==> src/design/knn_pkg.sv <==
package knn_pkg;

  localparam int LBL_W  = 4;
  localparam int FV_W   = 8;
  localparam int NC_W   = 5;
  localparam int VL_W   = 11;
  localparam int STAT_W = 2;
  localparam int LBL_N  = 16;

  localparam logic [NC_W-1:0] NC_RST = 5'd3;
  localparam logic [VL_W-1:0] VL_RST = 11'd784;

  localparam logic [STAT_W-1:0] STAT_OK      = 2'd0;
  localparam logic [STAT_W-1:0] STAT_EMPTY   = 2'd1;
  localparam logic [STAT_W-1:0] STAT_DROPPED = 2'd2;

  localparam logic REG_K   = 1'b0;
  localparam logic REG_LEN = 1'b1;

  typedef enum logic [2:0] {
    ST_IDLE,
    ST_PAD,
    ST_LOAD,
    ST_DIST,
    ST_DRAIN,
    ST_INS,
    ST_VOTE,
    ST_DONE
  } state_e;

  typedef enum logic [1:0] {
    CMP_EQ,
    CMP_LT,
    CMP_GT
  } cmp_e;

  typedef struct packed {
    logic clr;
    logic ins;
  } chain_ctl_t;

endpackage

==> src/design/knn_cell.sv <==
module knn_cell import knn_pkg::*; #(
  parameter int DIST_W = 27,
  parameter int SLOT_W = 8
) (
  input  logic              clk_i,
  input  logic              rst_ni,
  input  chain_ctl_t        ctl_i,
  input  logic              en_i,
  input  logic [DIST_W-1:0] cand_dist_i,
  input  logic [LBL_W-1:0]  cand_lbl_i,
  input  logic [SLOT_W-1:0] cand_slot_i,
  input  logic              prev_vld_i,
  input  logic [DIST_W-1:0] prev_dist_i,
  input  logic [LBL_W-1:0]  prev_lbl_i,
  input  logic [SLOT_W-1:0] prev_slot_i,
  input  logic              prev_before_i,
  output logic              vld_o,
  output logic [DIST_W-1:0] dist_o,
  output logic [LBL_W-1:0]  lbl_o,
  output logic [SLOT_W-1:0] slot_o,
  output logic              before_o
);

  logic              vld_q;
  logic [DIST_W-1:0] dist_q;
  logic [LBL_W-1:0]  lbl_q;
  logic [SLOT_W-1:0] slot_q;

  // Equal distances: the larger label ranks first, then the later visited sample.
  assign before_o = !vld_q || (cand_dist_i < dist_q) ||
                    ((cand_dist_i == dist_q) && ({cand_lbl_i, cand_slot_i} > {lbl_q, slot_q}));

  always_ff @(posedge clk_i or negedge rst_ni) begin
    if (!rst_ni) begin
      vld_q <= 1'b0;
    end else if (ctl_i.clr) begin
      vld_q <= 1'b0;
    end else if (ctl_i.ins && en_i) begin
      if (prev_before_i) begin
        vld_q <= prev_vld_i;
      end else if (before_o) begin
        vld_q <= 1'b1;
      end
    end
  end

  always_ff @(posedge clk_i) begin
    if (ctl_i.ins && en_i) begin
      if (prev_before_i) begin
        dist_q <= prev_dist_i;
        lbl_q  <= prev_lbl_i;
        slot_q <= prev_slot_i;
      end else if (before_o) begin
        dist_q <= cand_dist_i;
        lbl_q  <= cand_lbl_i;
        slot_q <= cand_slot_i;
      end
    end
  end

  assign vld_o  = vld_q;
  assign dist_o = dist_q;
  assign lbl_o  = lbl_q;
  assign slot_o = slot_q;

endmodule

==> src/design/knn_chain.sv <==
module knn_chain import knn_pkg::*; #(
  parameter int MAX_K  = 16,
  parameter int DIST_W = 27,
  parameter int SLOT_W = 8,
  parameter int KC_W   = 5
) (
  input  logic                         clk_i,
  input  logic                         rst_ni,
  input  chain_ctl_t                   ctl_i,
  input  logic [KC_W-1:0]              k_i,
  input  logic [DIST_W-1:0]            cand_dist_i,
  input  logic [LBL_W-1:0]             cand_lbl_i,
  input  logic [SLOT_W-1:0]            cand_slot_i,
  output logic [MAX_K-1:0]             vld_o,
  output logic [MAX_K-1:0][DIST_W-1:0] dist_o,
  output logic [MAX_K-1:0][LBL_W-1:0]  lbl_o
);

  logic [MAX_K-1:0][SLOT_W-1:0] slot_w;
  logic [MAX_K-1:0]             before_w;

  for (genvar i = 0; i < MAX_K; i++) begin : g_cell
    logic              p_vld;
    logic [DIST_W-1:0] p_dist;
    logic [LBL_W-1:0]  p_lbl;
    logic [SLOT_W-1:0] p_slot;
    logic              p_before;

    if (i == 0) begin : g_head
      assign p_vld    = 1'b0;
      assign p_dist   = '0;
      assign p_lbl    = '0;
      assign p_slot   = '0;
      assign p_before = 1'b0;
    end else begin : g_body
      assign p_vld    = vld_o[i-1];
      assign p_dist   = dist_o[i-1];
      assign p_lbl    = lbl_o[i-1];
      assign p_slot   = slot_w[i-1];
      assign p_before = before_w[i-1];
    end

    knn_cell #(
      .DIST_W(DIST_W),
      .SLOT_W(SLOT_W)
    ) u_cell (
      .clk_i        (clk_i),
      .rst_ni       (rst_ni),
      .ctl_i        (ctl_i),
      .en_i         (int'(k_i) > i),
      .cand_dist_i  (cand_dist_i),
      .cand_lbl_i   (cand_lbl_i),
      .cand_slot_i  (cand_slot_i),
      .prev_vld_i   (p_vld),
      .prev_dist_i  (p_dist),
      .prev_lbl_i   (p_lbl),
      .prev_slot_i  (p_slot),
      .prev_before_i(p_before),
      .vld_o        (vld_o[i]),
      .dist_o       (dist_o[i]),
      .lbl_o        (lbl_o[i]),
      .slot_o       (slot_w[i]),
      .before_o     (before_w[i])
    );
  end

endmodule

==> config.mk <==
export PLATFORM = sky130hd
export DESIGN_NAME = knn_chain
export DESIGN_NICKNAME = d
export VERILOG_FILES = /design/src/design/knn_pkg.sv /design/src/design/knn_cell.sv /design/src/design/knn_chain.sv
export SDC_FILE = /design/constraint.sdc
export NUM_CORES = 2
export LEC_CHECK = 0
export BUFFER_PORTS_ARGS = -buffer_cell sky130_fd_sc_hd__buf_2
export CAP_MARGIN = 40
export CORE_MARGIN = 2
export CORE_UTILIZATION = 58
export CTS_BUF_LIST = sky130_fd_sc_hd__clkbuf_4
export DETAILED_ROUTE_END_ITERATION = 7
export GPL_ROUTABILITY_DRIVEN = 0
export GPL_TIMING_DRIVEN = 0
export PLACE_DENSITY = 0.84
export SETUP_SLACK_MARGIN = 0.2
export SYNTH_ARGS = -nofsm -noshare
export SYNTH_HDL_FRONTEND = slang
export SYNTH_SLANG_ARGS = --single-unit
export TNS_END_PERCENT = 30
==> constraint.sdc <==
create_clock -name clk_i -period 10.1 [get_ports clk_i]
set_input_delay 2.02 -clock clk_i [delete_from_list [all_inputs] [get_ports clk_i]]
set_output_delay 2.02 -clock clk_i [all_outputs]
set_load 0.1 [all_outputs]
==> reports/results.md <==
Yosys
• 16.1% — mux cell area share after synthesis
• 3603 — number of instances in the synthesized netlist
• 624 — number of flops mapped to enable cells by yosys
• 44.3% — fraction of the yosys area taken by sequential cells
• 0% — area share of xor/xnor cells in the synthesized design
• edfxtp_1 (43%), ha_1 (18%), mux2_2 (10%) — Area contributors post-synth
• 43200 µm² — mapped cell area
• 4275 — Net Count, Synth
• 7.98% — Synth Area in Compound Gates
• 0 — synth warn
• adder cells — largest family of logic cells by synthesized area
• 65 — Yosys cell types
• 12.0 µm² — Avg Inst Size Synth
• 640 — register bit total from synthesis
• 18.1% — arithmetic-cell share of the synthesized area counting full adders, half adders and majority gates
• edfxtp_1 — most frequently used flop master after synthesis
• edfxtp_1 (624), ha_1 (624), inv_1 (614), mux2_2 (392), a21oi_1 (227) — Post-synth top cells
• 43.4% — area share of the largest cell type after synthesis
• 6.28% — area fraction in and, or, nand and nor cells after synthesis
• edfxtp_1 — Yosys top cell by area
• 2.50% — post-synthesis async set-or-reset flop share

STA
• 0 — Final Hold Vio Count
• 5430 ps — Final min period
• 0 ps — total negative setup slack
• no — RSZ-0062 raised after global routing
• 53.8% — share of the cycle needed by the critical path after routing
• 980 ps — Tightest Pin Transition
• 0 — setup violators final
• 67.3 ps — setup skew after layout
• 34.5% — remaining max-slew budget at the tightest pin
• 0 — Slew Viols, Final
• 184 MHz — maximum clock rate

Routing
• 23.7 µm — Avg WL per Cell
• 5 — Pre-antenna DRT Iters
• 5.91 — Via-to-Cell Ratio
• 32366 — vias after detailed routing
• 2539 — DR iter-0 viols
• 0 — number of nets still failing antenna checks after routing
• 0 — post-detailed-route DRC marker count
• 130000 µm — routed wire length

Final layout
• 5472 — Non-Filler Instances
• 15.7% — area grow syn2layout
• 34.4% — proportion of layout cells with a drive suffix above 1
• 5043 — net total in the final layout
• 67.5% — utilization after layout

Critical path
• 10 — path depth of the worst reg2reg path
• 5 — Buf+Inv Stages, Crit Path
• 25 — Crit Path Max Fanout
• 10760 ps — required time reported for the critical path endpoint
• 820 ps — Crit path largest cell delay
• 6090 ps — Arr. time, crit path
• buf_2 — most repeated library cell on the critical path
• register — Worst setup EP type
• o221a_2 — slowest stage cell on the critical path
• compound AO/OA/AOI/OAI gates — kind of cell adding the most delay to the critical path
• 6110 ps — flop2flop setup slack
• g_cell[11].u_cell.dist_o[9] — worst flop-to-flop path startpoint
• buf_2 -> inv_1 -> clkbuf_2 -> ha_1 -> nand3b_1 -> a211oi_1 -> a2111oi_0 -> buf_2 -> nor3b_1 -> o221ai_2 -> o221a_2 -> buf_16 — CP cell instances
• input pin — Setup crit start kind
• 12 — depth of the critical timing path with buffers and inverters included
• input pin to register — category of the critical setup timing path
• g_cell[11].u_cell.dist_o[14] — FF-to-FF End

Global route
• 33.4% — Total Routing Usage GR
• 40 — pin count of the biggest net entering global routing
• 195000 µm — wire length of the first global-routing pass
• 33308 — via count of the first global-routing pass
• 8.57% — met3 usage in global routing
• 3 — initial antenna violation count
• 56.5% — met2 track demand over resource in global routing
• 0 — aggregate global routing overflow
• met2 — layer with the highest usage after global routing
• 39.3% — met1 layer usage reported by global route

Die
• 560 — I/O pin count
• 74100 µm² — core footprint
• 277 µm — x dimension of the die
• 277 µm — chip height
• 58.3% — Initial Utilization
• 100 — FP Rows
• 76700 µm² — overall die area

CTS
• 0 — cts-stage hold buffer count
• 70 ps — clock-pin slew of the registers on the worst-case setup and hold paths
• built — clock tree from TritonCTS
• 0 — Resize count post-CTS
• 4 — CTS H-Tree Depth
• 176 — total clock buffers created by CTS
• 0 — buffer count from post-CTS setup fixing
• 3 — Bufs on Longest Clock Path
• 640 — CTS sink count
• clkbuf_4 — clock root cell
• 1000 ps — clock latency reported for the late side of the worst-skew pair

Power and ir drop
• 131 µV — IR Drop Worst-Case VDD
• 23.6 nW — Leakage
• 155 nW/µm² — total power divided by cell area

Worst hold path
• g_cell[12].u_cell.slot_o[7] — Endpoint, Worst Hold
• register to register — worst hold-check path type
• g_cell[11].u_cell.slot_o[7] — Worst Hold Launch
• 1 — worst hold path cell count

Run status
• finished clean — run status

Job
• 0 — max-capacitance violation count

Placement
• 5162 — instance count after placement with tap cells included
• 556 — IO buf count
• 103000 µm — placed wire-length estimate after detailed placement

[worst reg2reg max path: stages, from the launching register on]
cell and delay (ps):
edfxtp_1 550, inv_1 90, ha_1 290, nand4_1 140
a211oi_1 80, a2111oi_1 710, buf_2 270, nor4_2 60
o311ai_4 580, o21a_2 650, buf_16 250
[layer usage]
metal,share of wire [%],vias to the layer above,wire (µm)
met5,0.010,-,13
met4,5.2,2,6720
met3,7.9,323,10200
met2,49,1326,63100
met1,38,15771,49800
li1,-,14944,-
[cells by family (layout without fill, tap and decap cells)]
logic type                 count (synthesis)  count (layout)
buffers and inverters                    739            1636
DFF                                      640             640
adders and majority gates                624             624
muxes                                    570             570
AOI/OAI and AO/OA                        531             531
and+or+nand+nor                          499             499
other                                      0               3
[cell type report]
type	instances	area, µm²
Antenna cell	3	7.51
Buffer	125	835
Clock buffer	276	2070
Clock inverter	31	198
Fill cell	5513	24100
Inverter	614	2300
Multi-Input combinational cell	2224	21000
Sequential cell	640	19100
Tap cell	969	1210
Timing Repair Buffer	590	3290
[stage by stage]
stage	setup slack [ps]	hold slack, ps	total power [mW]	instance area [µm²]
global placement	1590	541	5.27	47200
global route	4580	540	8.07	50000
finish	4670	526	7.76	50000
floorplan	4010	525	4.85	43200
CTS	4800	529	7.78	50000
detailed placement	3730	550	5.36	47700
[cells in the final DEF, fill, tap and decap left out, types with 51 or more instances in the layout]
cell	instances
ha_1	624
edfxtp_1	624
inv_1	613
buf_2	582
mux2_2	392
clkbuf_4	276
a21oi_1	227
mux2_4	152
nand4_1	132
nand2_1	124
o21ai_0	93
nand3_1	78
a211oi_1	51
[power by group]
part	switching (mW)	leakage, nW	internal [mW]
clock	1.16	1.36	1.26
combinational	1.56	16.1	0.515
sequential	0.133	6.19	3.13
[state kept, by name, summed over array words and instances, names as in the netlist]
name,cells
g_cell.u_cell.lbl_o,64
g_cell.u_cell.vld_o,16
g_cell.u_cell.slot_o,128
g_cell.u_cell.dist_o,432
[how the worst max path moves through the flow]
stage / from / to
floorplan: cand_dist_i[0] / g_cell[0].u_cell.dist_o[0]
global placement: cand_dist_i[0] / g_cell[0].u_cell.dist_o[3]
detailed placement: cand_dist_i[0] / g_cell[13].u_cell.dist_o[2]
CTS: cand_dist_i[0] / g_cell[13].u_cell.dist_o[6]
global route: cand_dist_i[0] / g_cell[13].u_cell.dist_o[5]
finish: cand_dist_i[0] / g_cell[13].u_cell.dist_o[6]
No activity file was read; power rests on OpenSTA's default activity.
